**src/rtl/hkvs_ram.sv**
```systemverilog
`timescale 1ns / 1ps
// ----------------------------------------------------------------------------
// hkvs_ram
// Generic single-write, single-read RAM with registered read data.
// ----------------------------------------------------------------------------
module hkvs_ram #(
    parameter int WIDTH = 8,
    parameter int DEPTH = 256
) (
    input  logic                     i_clk,
    input  logic                     i_we,
    input  logic [$clog2(DEPTH)-1:0] i_waddr,
    input  logic [WIDTH-1:0]         i_wdata,
    input  logic [$clog2(DEPTH)-1:0] i_raddr,
    output logic [WIDTH-1:0]         o_rdata
);

    logic [WIDTH-1:0] r_mem [DEPTH];
    logic [WIDTH-1:0] r_rdata;

    // write port and registered read port
    always_ff @(posedge i_clk) begin
        if (i_we) begin
            r_mem[i_waddr] <= i_wdata;
        end
        r_rdata <= r_mem[i_raddr];
    end

    assign o_rdata = r_rdata;

endmodule

```
**config.mk**
```make
export PLATFORM = sky130hd
export DESIGN_NAME = hkvs_ram
export DESIGN_NICKNAME = d
export VERILOG_FILES = /design/src/rtl/hkvs_ram.sv
export SDC_FILE = /design/constraint.sdc
export NUM_CORES = 2
export LEC_CHECK = 0
export CORE_ASPECT_RATIO = 0.9
export CORE_MARGIN = 2
export CORE_UTILIZATION = 45
export CTS_CLUSTER_SIZE = 28
export DETAILED_ROUTE_END_ITERATION = 12
export DONT_BUFFER_PORTS = 1
export PLACE_DENSITY = 0.57
export RECOVER_POWER = 25
export SYNTH_ARGS = -nofsm -noshare
export SYNTH_HDL_FRONTEND = slang
export SYNTH_SLANG_ARGS = --single-unit
export TNS_END_PERCENT = 100
```
**constraint.sdc**
```tcl
create_clock -name i_clk -period 3.3 [get_ports i_clk]
set_clock_uncertainty 0.2 [all_clocks]
set_input_delay 0.495 -clock i_clk [delete_from_list [all_inputs] [get_ports i_clk]]
set_output_delay 0.495 -clock i_clk [all_outputs]
set_load 0.1 [all_outputs]
```
==> reports/qor.csv <==
metric;value;unit
run_status;finished, violations left;
violations;hold timing;
antenna_cells;0;
clkSlewWorstSetupHoldPaths;60;ps
synth.ff_latch_count;2056;
place_inst;6290;
cp_max_fo;79;
core_region_area;0.176;mm²
track_usage;22.2;%
worst-r2r-cell-count;7;
path_cells;buf_16 > buf_16 > buf_16 > mux4_2 > nand2b_1 > a311oi_1 > dlygate4sd3_1 > o221ai_1 > a211oi_1 > nor4_1;
gp_congestion;0.790;
die_height;403;µm
antenna_violating_nets_post_route;0;
critical_path_class;input pin to flip-flop;
critical-path-top-delay-family;buffers and inverters;
layout-drive-gt1-share;27.5;%
pre_cts_slack;-276;ps
comb_power_share;4.1;%
area.growth.synth_to_final;14.7;%
sequentialPowerShare;54.2;%
ir_drop;458;µV
timing.final.hold_violations;1329;
timing.critical_path.to;o_rdata[5];
ratio_of_final_minimum_period_to_clock_period;97.6;%
power.leakage;28.8;nW
crit_path_start_kind;input pin;
finish.net_count;4181;
final_cells;6691;
max-cap-violations;0;
crit_path_top_delay_cell;dlygate4sd3_1;
p_int;42.2;mW
die_area;0.180;mm²
critical-path-top-cell-by-count;buf_16;
post_synth_main_area_contributors;edfxtp_1 (77%), mux4_2 (13%), mux2i_1 (1.7%);
crit-reg2reg-launch;r_mem[83][6];
initialDrtViolationCount;4671;
layout_common_cells;edfxtp_1 (2,048), mux4_2 (454), buf_4 (413);
critPathCaptureType;flip-flop;
synth_sequential_area_ratio;77.5;%
grt_first_pass_wirelength;286000;µm
fraction_of_power_spent_switching_nets;20.6;%
power.net_switching;11.0;mW
clkSinkCount;2056;
synth_ff_type;edfxtp_1;
estimated_wirelength_of_the_detail_placed_design;109000;µm
io_buffers;0;
design_power_total;53.2;mW
max-slew-margin-rel;25.4;%
min_period;3220;ps
route.met3.wl;14300;µm
worst_hold_path_type;input pin to flip-flop;
wirelength_met1;88100;µm
routed_length_on_met2;95900;µm
drt_first_pass_iters;5;
cts_tree;yes;
mostFrequentLayoutCell;edfxtp_1;
dr.max_layer_used;met5;
cp.buffers_inverters;4;
grt-ovfl-total;0;
cts_made_buffers;205;
post-synth-top-area-fraction;77.3;%
critPathMaxStageDelay;610;ps
finalHoldWorstSlack;-411;ps
timing.rr.end;o_rdata[6];
post_synth.cell_area_avg;21.3;µm²
grt_max_degree;579;
fillerInstances;13900;
post_synth_inst_count;3733;
mappedNetlistArea;0.0796;mm²
count_of_different_cell_masters_after_synthesis;55;
clk-insertion-delay-late;840;ps
crit_cells;10;
finalSetupViolCount;0;
first_global_vias;39100;
clock_path_buffers;3;
slew_violations;0;
asr_flop_ratio_synth;0;%
rrSetupSlack;370;ps
die_w;447;µm
io_pins;34;
yosys_warnings;0;
cts_hold_repair.buffers;15;
number_of_antenna_violations_at_the_first_check_in_global_routing;8;
synth_nets;3759;
setup_repair_after_global_routing_missed_its_margin;no;
route.final.wire_length;203000;µm
synth-edff-count;2048;
ctsResizeCount;0;
max_slew.worst_pin.slew;1120;ps
cts.repair_timing.setup_buffer_count;0;
max_freq;0.310;GHz
power-per-cell-area;583;mW/mm²
clock_tree.htree_level_count;4;
post_synthesis_cell_type_with_the_largest_combined_area;edfxtp_1;
clock_power_share;41.8;%
cts_root_buf;clkbuf_16;
cp-startpoint;i_raddr[0];
initial_core_util;45.3;%
vias;39700;
cp.required;3750;ps
drc;0;
setup_slack;78.3;ps
drt-vias-per-instance;5.93;
critPathArrivalTime;3670;ps
rows;146;
avgRoutedWirePerCell;30.3;µm
-- state kept, by name, indices dropped and copies added, names as in the netlist --
register,cells
o_rdata,8
r_mem,2048
-- layout make-up --
type / instances / area, µm² / share of cell area [%]
well taps: 2368 / 2960 / 3.25
flip-flops and latches: 2056 / 61700 / 67.6
inverters: 2 / 7.51 / 0.00823
multi-input cells: 1442 / 16500 / 18.1
repair buffers: 448 / 3720 / 4.07
clock inverters: 111 / 943 / 1.03
clock buffers: 264 / 5410 / 5.93
-- synthesized netlist by cell type (all sizes together), types with 12 or more instances --
cell type,number
nand2,33
o22ai,28
nor2,282
a22oi,133
mux2i,134
mux4,456
buf,122
nor3,22
nor2b,31
nand3,34
o221ai,47
clkbuf,111
nor4,27
o21ai,12
a221oi,14
a211oi,16
a21oi,96
edfxtp,2048
-- metal layers --
metal | up-vias | global-route usage, %
met5 | - | 0
met4 | 2 | 5.84
met3 | 271 | 3.95
met2 | 1493 | 34.1
met1 | 21300 | 32.9
li1 | 16600 | -
-- through the flow --
step                      setup TNS, ps  util (%)  hold WS [ps]  area, µm²
after global routing                  0      51.9          -469      91200
after global placement            -1560      48.0           432      84400
final                                 0      51.9          -411      91200
after detailed placement           -794      48.0           432      84400
after floorplan                       0         -           394      79600
after CTS                             0      51.7          -453      90900
-- worst min path at each step --
stage	from	to	slack, ps	depth (start not counted)
finish	i_wdata[7]	r_mem[180][7]	-410	0
global route	i_wdata[7]	r_mem[180][7]	-470	0
CTS	i_wdata[7]	r_mem[182][7]	-450	0
detailed placement	i_wdata[7]	r_mem[176][7]	430	0
global placement	i_wdata[7]	r_mem[177][7]	430	0
floorplan	i_wdata[0]	r_mem[0][0]	390	0
-- power groups by stage --
stage | Clock [mW] | Combinational [mW] | Sequential [mW]
global placement | 0 | 1.88 | 29.4
floorplan | 0 | 1.40 | 29.5
CTS | 22.7 | 1.90 | 28.8
finish | 22.2 | 2.16 | 28.8
detailed placement | 0 | 1.87 | 29.4
global route | 23.7 | 2.26 | 28.8
-- logic make-up after synthesis --
| logic type | count (synthesis) | share of synthesized area [%] |
|---|---|---|
| AOI/OAI and AO/OA | 385 | 3.42 |
| buffers and inverters | 235 | 1.83 |
| DFF | 2056 | 77.5 |
| muxes | 591 | 14.6 |
| and+or+nand+nor | 466 | 2.63 |
Note: power is estimated with default switching activity, not from simulation.
