$ cat src/rtl/hkvs_pkg.sv
`timescale 1ns / 1ps
// ----------------------------------------------------------------------------
// hkvs_pkg
// Shared constants, command and status codes for the hashed key/value store.
// ----------------------------------------------------------------------------
package hkvs_pkg;

    localparam int CAPACITY_DEF = 256;
    localparam int BUCKETS_DEF  = 256;

    localparam logic [31:0] HASH_MULT = 32'd2654435769;

    localparam logic [1:0] CMD_INS = 2'd0;
    localparam logic [1:0] CMD_GET = 2'd1;
    localparam logic [1:0] CMD_DEL = 2'd2;

    localparam logic [1:0] ST_OK   = 2'd0;
    localparam logic [1:0] ST_MISS = 2'd1;
    localparam logic [1:0] ST_FULL = 2'd2;

    // count trailing zero bits of a bucket count, capped at 31
    function automatic int tz_bits(input int n);
        int b;
        int v;
        b = 0;
        v = n;
        while (v != 0 && (v % 2) == 0 && b < 31) begin
            v = v / 2;
            b = b + 1;
        end
        return b;
    endfunction

endpackage

$ cat src/rtl/hkvs_hash.sv
`timescale 1ns / 1ps
// ----------------------------------------------------------------------------
// hkvs_hash
// Fibonacci hash unit: registered 32x32 multiply, bucket from the top bits.
// ----------------------------------------------------------------------------
module hkvs_hash #(
    parameter int BUCKETS = hkvs_pkg::BUCKETS_DEF
) (
    input  logic                       i_clk,
    input  logic                       i_en,
    input  logic [31:0]                i_key,
    output logic [$clog2(BUCKETS)-1:0] o_bucket
);

    localparam int BW = $clog2(BUCKETS);
    localparam int HB = hkvs_pkg::tz_bits(BUCKETS);

    logic [31:0] r_prod;
    logic [31:0] w_top;

    // keep the low word of the product
    always_ff @(posedge i_clk) begin
        if (i_en) begin
            r_prod <= 32'(i_key * hkvs_pkg::HASH_MULT);
        end
    end

    // top HB bits; no trailing zeros selects bucket zero
    assign w_top    = (HB == 0) ? 32'd0 : (r_prod >> (32 - HB));
    assign o_bucket = w_top[BW-1:0];

endmodule

$ cat config.mk
export PLATFORM = sky130hd
export DESIGN_NAME = hkvs_hash
export DESIGN_NICKNAME = d
export VERILOG_FILES = /design/src/rtl/hkvs_pkg.sv /design/src/rtl/hkvs_hash.sv
export SDC_FILE = /design/constraint.sdc
export NUM_CORES = 1
export LEC_CHECK = 0
export BUFFER_PORTS_ARGS = -buffer_cell sky130_fd_sc_hd__buf_2
export CORE_MARGIN = 1
export CORE_UTILIZATION = 55
export DETAILED_ROUTE_END_ITERATION = 10
export GPL_ROUTABILITY_DRIVEN = 0
export GPL_TIMING_DRIVEN = 0
export PLACE_DENSITY = 0.76
export SYNTH_ARGS = -nofsm -noshare
export SYNTH_HDL_FRONTEND = slang
export SYNTH_SLANG_ARGS = --single-unit
$ cat constraint.sdc
create_clock -name i_clk -period 11 [get_ports i_clk]
set_input_delay 3.3 -clock i_clk [delete_from_list [all_inputs] [get_ports i_clk]]
set_output_delay 3.3 -clock i_clk [all_outputs]
set_load 0.03 [all_outputs]
==> out/results.ini, run 1 <==
[status]
status = complete, no violations

[critical_path]
cpLargestDelayFamily = adder cells
crit_start = i_key[6]
crit_required_ns = 10.97
path_cells = buf_2 -> inv_1 -> fa_1 -> inv_1 -> fa_1 -> fa_1 -> inv_1 -> fa_1 -> inv_1 -> fa_1 -> inv_1 -> fa_1 -> inv_1 -> fa_1 -> fa_1 -> ha_1 -> and4_1 -> and4b_1 -> o31ai_2 -> a21oi_2 -> o41a_1 -> xnor2_1
worstSetupPathType = in -> reg
critPathBufInv = 7
crit_slowest_cell = fa_1
setup.worst_path.start_class = primary input
cp.arrival_ns = 9.90
critPathMaxFanout = 7
crit_path_end_kind = flop
slowest_delay_ns = 0.56
crit_top_cell = fa_1

[hold_path]
holdPathStages = 1
worstHoldStart = i_en
worstHoldPathType = in -> reg
hold_end = r_prod[25]

[floorplanning]
dieArea_mm2 = 0.0175
num_rows = 47
ioPinCount = 42
initial_core_util = 0.563
fp.dieW_um = 132
core-area_mm2 = 0.0166
die_h_um = 132

[synth]
postSynthCellCount = 861
synth_cell_types = 39
yosysSeqAreaShare = 0.0258
synth_nets = 1323
synth_edf_count = 8
ys.flop_type = edfxtp_1
yosys_warnings = 0
syn_area_mm2 = 0.00933
syn_area_per_cell_um2 = 10.8
async_flop_share = 0
synth-seq-cells = 8

[global_routing]
grt_max_degree = 12
antenna_found_initial = 0
first_global_vias = 6710
grtUsageTotal = 0.260
grt_overflow_total = 0
grt_pass1_wl_mm = 34.1

[sta]
fmax_mhz = 101
tns_ns = 0
rsz0062_at_grt = no
hold_violations = 0
min_period_ns = 9.94
fin_crit_sh = 0.903
slew_violations = 0
slew_headroom = 0.602
finalSetupViolations = 0
tightestPinTransition_ns = 0.593

[cts]
tritoncts = done
clk_pin_slew_ns = 0.04
root_buffer = clkbuf_16
cts_max_level = 1
cts_hold_buf = 0
cts_resized = 0
clock_path_buffers = 2
numCtsBuffers = 3
clkSinkCount = 8
postCtsSetupRepairBufs = 0

[layout]
nets = 1369
diodes = 0
final_core_utilization = 0.596
largestRegisters = r_prod (8)
final_common_cell = inv_1
largest_reg_flops = 8
regMostFlops = r_prod
area_growth_pct = 5.95
drive_above_1_share = 0.0586
final_cell_mix = inv_1, fa_1, ha_1

[placement]
io_buffers = 41
dp_hpwl_mm = 18.9

[drt]
vias_per_cell = 5.08
postRouteAntennaNets = 0
wl_per_cell_um = 17.9
dr.pass1.iters = 4
vias = 5710
drc_errors = 0
drtIter0Drc = 257
wl_mm = 20.1

[flow_run]
cap_violations = 0

## cell type report
cell class,instances,area (um^2)
Clock buffer,3,75.1
Fill cell,1384,6700
Inverter,317,1190
Multi-Input combinational cell,536,7900
Sequential cell,8,240
Tap cell,220,275
Timing Repair Buffer,41,205
## synth_stat cells, types with 2 or more instances
cell | number | area, um^2
nor2b_1 | 2 | 12.5
ha_1 | 200 | 2500
xor2_1 | 5 | 43.8
xnor2_1 | 40 | 350
o21ai_0 | 6 | 30.0
a31oi_1 | 2 | 12.5
fa_1 | 228 | 4560
nand2_1 | 4 | 15.0
inv_1 | 317 | 1190
a21oi_2 | 2 | 17.5
a221o_1 | 2 | 20.0
a21o_1 | 5 | 37.5
edfxtp_1 | 8 | 240
a21oi_1 | 9 | 45.0
nand3_1 | 4 | 20.0
nor2_1 | 4 | 15.0
## cells by family after synthesis
kind of cell,Yosys count,synth area share
AND/OR/NAND/NOR,25,0.0160
buffers and inverters,317,0.128
XOR/XNOR,45,0.0422
adder cells (fa/ha/maj),428,0.758
AO/OA/AOI/OAI,38,0.0310
flip-flops,8,0.0258
## stage by stage
step           cell area (um^2)  hold WS, ns  cells  setup WS, ns
2_1_floorplan              9330         3.41    861          1.70
3_3_place_gp               9810         3.65   1122         0.816
3_5_place_dp               9810         3.66   1122         0.800
4_1_cts                    9880         3.42   1125          1.04
5_1_grt                    9880         3.43   1125         0.795
6_report                   9880         3.43   1125          1.06
## worst max-delay path by stage
stage	end	depth (start not counted)
after global routing	r_prod[31]	23
after CTS	r_prod[31]	22
after global placement	r_prod[31]	22
after floorplan	r_prod[30]	21
after detailed placement	r_prod[31]	22
final	r_prod[31]	22
## per-layer routing
layer  share of wire  vias up  global-route usage
met2            0.50      142               0.443
met5               0        -                   0
met1            0.42     2891               0.355
met4           0.030        0              0.0702
li1                -     2645                   -
met3           0.057       32              0.0273
Power of run 1 is not shown: default switching activity piles up to over one toggle a cycle in this logic, so the estimate is an artifact.
==> run 2: changes to the inputs <==
Settings changed: CELL_PAD_IN_SITES_DETAIL_PLACEMENT set to 1, CELL_PAD_IN_SITES_GLOBAL_PLACEMENT set to 2, CORE_UTILIZATION 55 to 44, PLACE_DENSITY 0.76 to 0.88.
==> out/results.ini, run 2 (synthesized netlist as in run 1, its figures left out) <==
[critical_path]
setup.worst_path.start_class = primary input
critPathMaxFanout = 7
cp.arrival_ns = 9.97
crit_path_end_kind = flop
crit_required_ns = 10.96
worstSetupPathType = in -> reg

[hold_path]
worstHoldStart = i_en
worstHoldPathType = in -> reg
holdPathStages = 1
hold_end = r_prod[28]

[sta]
min_period_ns = 10.01
tightestPinTransition_ns = 0.628
fmax_mhz = 99.9
rsz0062_at_grt = no
slew_headroom = 0.579
hold_violations = 0
slew_violations = 0
finalSetupViolations = 0
fin_crit_sh = 0.910
tns_ns = 0

[cts]
numCtsBuffers = 3
cts_max_level = 1
clkSinkCount = 8
cts_resized = 0
clk_pin_slew_ns = 0.04
tritoncts = done
root_buffer = clkbuf_16
cts_hold_buf = 0
postCtsSetupRepairBufs = 0
clock_path_buffers = 2

[global_routing]
grtUsageMet1 = 0.316
grt_max_degree = 12
grt_pass1_wl_mm = 38.9
grt_use_met2 = 0.434
grtUsageTotal = 0.242
grt_overflow_total = 0
grt.busiest_layer = met2
use_met3 = 0.0198
antenna_found_initial = 0
first_global_vias = 7255

[layout]
fillCellCount = 2286
nets = 1369
drive_above_1_share = 0.0586
area_growth_pct = 6.63
largestRegisters = r_prod (8)
final_common_cell = inv_1
final_cell_mix = inv_1, fa_1, ha_1
diodes = 0
largest_reg_flops = 8
regMostFlops = r_prod

[placement]
dp_hpwl_mm = 22.4
io_buffers = 41

[drt]
drc_errors = 0
wl_per_cell_um = 20.3
vias = 5839
dr.pass1.iters = 5
wl_mm = 23.8
vias_per_cell = 4.97
postRouteAntennaNets = 0
drtIter0Drc = 205

[floorplanning]
die_h_um = 148
num_rows = 52
core-area_mm2 = 0.0205
ioPinCount = 42
initial_core_util = 0.455
fp.dieW_um = 148
dieArea_mm2 = 0.0218

[status]
status = complete, no violations

[flow_run]
cap_violations = 0

run 2: cell counts in the layout (fill, tap and decap cells not counted):
Identical to the previous run, type by type.
run 2: final cells by class:
type	count	area (um^2)	area share
Timing Repair Buffer	41	205	0.0206
Inverter	317	1190	0.120
Tap cell	270	338	0.0340
Clock buffer	3	75.1	0.00755
Sequential cell	8	240	0.0242
Multi-Input combinational cell	536	7900	0.794
run 2: how the worst max path moves through the flow:
stage,start,endpoint,slack [ns],depth (start not counted)
floorplan,i_key[11],r_prod[30],1.70,21
global placement,i_key[6],r_prod[31],0.76,22
detailed placement,i_key[6],r_prod[31],0.72,22
CTS,i_key[6],r_prod[31],0.95,22
global route,i_key[6],r_prod[30],0.73,23
finish,i_key[6],r_prod[31],0.99,22
run 2: metrics by stage:
step / hold WS, ns / std cells / area (um^2) / utilization / setup slack, ns
after floorplan: 3.41 / 861 / 9330 / - / 1.70
after global placement: 3.65 / 1172 / 9870 / 0.482 / 0.763
after detailed placement: 3.66 / 1172 / 9870 / 0.482 / 0.722
after CTS: 3.43 / 1175 / 9950 / 0.485 / 0.955
after global routing: 3.44 / 1175 / 9950 / 0.485 / 0.730
final: 3.43 / 1175 / 9950 / 0.485 / 0.985
run 2: critical path, stage by stage:
cell     delay, ns
buf_2         0.25
inv_1         0.24
fa_1          0.53
inv_1         0.05
fa_1          0.39
fa_1          0.50
inv_1         0.05
fa_1          0.47
inv_1         0.06
fa_1          0.50
inv_1         0.06
fa_1          0.56
inv_1         0.06
fa_1          0.49
fa_1          0.41
ha_1          0.34
and4_1        0.23
and4b_1       0.19
o31ai_2       0.56
a21oi_2       0.20
o41a_1        0.36
xnor2_1       0.15
run 2: metal layers:
metal | vias up | part of all wire | wire length [um]
met5 | - | 0 | 0
met3 | 26 | 0.040 | 958
met1 | 3039 | 0.42 | 10100
li1 | 2646 | - | -
met4 | 0 | 0.028 | 664
met2 | 128 | 0.51 | 12200
Power of run 2 is left out for the same reason.
==> run 3: changes to the inputs <==
--- a/config.mk
+++ b/config.mk
@@ -15,2 +15,3 @@
 export GPL_TIMING_DRIVEN = 0
+export MAX_ROUTING_LAYER = met4
 export PLACE_DENSITY = 0.88
==> constraint.sdc (replaced) <==
create_clock -name i_clk -period 11 [get_ports i_clk]
set_input_delay 0.55 -clock i_clk [delete_from_list [all_inputs] [get_ports i_clk]]
set_output_delay 0.55 -clock i_clk [all_outputs]
set_load 0.03 [all_outputs]
==> out/results.ini, run 3 (synthesized netlist as in run 1, its figures left out) <==
[layout]
final_cell_mix = inv_1, fa_1, ha_1
nets = 1369
regMostFlops = r_prod
area_growth_pct = 6.63
largestRegisters = r_prod (8)
drive_above_1_share = 0.0586
final_common_cell = inv_1
diodes = 0
largest_reg_flops = 8

[critical_path]
worstSetupPathType = in -> reg
cp.arrival_ns = 7.23
crit_start = i_key[6]
slowest_delay_ns = 0.56
crit_path_end_kind = flop
path_cells = buf_2 -> inv_1 -> fa_1 -> inv_1 -> fa_1 -> fa_1 -> inv_1 -> fa_1 -> inv_1 -> fa_1 -> inv_1 -> fa_1 -> inv_1 -> fa_1 -> fa_1 -> ha_1 -> a21o_1 -> a21oi_1 -> o21ai_0 -> a32oi_2 -> a21oi_2 -> o41a_1 -> xnor2_1
critPathMaxFanout = 7
crit_top_cell = fa_1
setup.worst_path.start_class = primary input
crit_slowest_cell = fa_1
crit_required_ns = 10.96

[global_routing]
antenna_found_initial = 0
grtUsageTotal = 0.249
first_global_vias = 7243
grt_pass1_wl_mm = 38.9
grt_overflow_total = 0
grt_max_degree = 12

[cts]
postCtsSetupRepairBufs = 0
root_buffer = clkbuf_16
tritoncts = done
numCtsBuffers = 3
cts_max_level = 1
clock_path_buffers = 2
cts_hold_buf = 0
clkSinkCount = 8
clk_pin_slew_ns = 0.04
cts_resized = 0

[sta]
finalSetupViolations = 0
min_period_ns = 7.27
timing.hold.ws_ns = 0.679
hold_violations = 0
tns_ns = 0
fmax_mhz = 138
tightestPinTransition_ns = 0.625
slew_violations = 0
rsz0062_at_grt = no
fin_crit_sh = 0.661
slew_headroom = 0.581

[flow_run]
cap_violations = 0

[drt]
postRouteAntennaNets = 0
drtIter0Drc = 233
drc_errors = 0
wl_mm = 23.8
wl_per_cell_um = 20.2
dr.pass1.iters = 4
vias_per_cell = 4.91
vias = 5770

[floorplanning]
num_rows = 52
initial_core_util = 0.455
core-area_mm2 = 0.0205
fp.dieW_um = 148
dieArea_mm2 = 0.0218
die_h_um = 148
ioPinCount = 42

[hold_path]
holdPathStages = 1
worstHoldStart = i_en
worstHoldPathType = in -> reg

[status]
status = complete, no violations

[placement]
dp_hpwl_mm = 22.4
io_buffers = 41

==> run 3: cell counts in the layout (fill, tap and decap cells not counted) <==
Identical to the previous run, type by type.
==> run 3: per-layer routing <==
layer	global-route usage	vias up	routed length, um
met3	0.0198	22	886
met5	-	-	0
met1	0.315	3002	10100
li1	-	2647	-
met2	0.435	99	12200
met4	0.0603	0	605
==> run 3: worst paths after layout <==
kind,to
setup / recovery,r_prod[31]
hold / removal,r_prod[28]
==> run 3: layout make-up <==
cell class / count / area (um^2)
Clock buffer: 3 / 75.1
Fill cell: 2286 / 10500
Inverter: 317 / 1190
Multi-Input combinational cell: 536 / 7900
Sequential cell: 8 / 240
Tap cell: 270 / 338
Timing Repair Buffer: 41 / 205
==> run 3: worst max-delay path, delay by kind of cell <==
kind	cells	cell delay [ns]
compound gates	6	1.54
xor+xnor	1	0.15
fa+ha+maj	9	4.20
buf+inv	7	0.77
==> run 3: per-stage QoR <==
step	utilization	instances	worst slack, ns	instance area [um^2]
2_1_floorplan	-	861	4.45	9330
3_3_place_gp	0.482	1172	3.51	9870
3_5_place_dp	0.482	1172	3.47	9870
4_1_cts	0.485	1175	3.70	9950
5_1_grt	0.485	1175	3.48	9950
6_report	0.485	1175	3.73	9950
Power of run 3 is left out for the same reason.
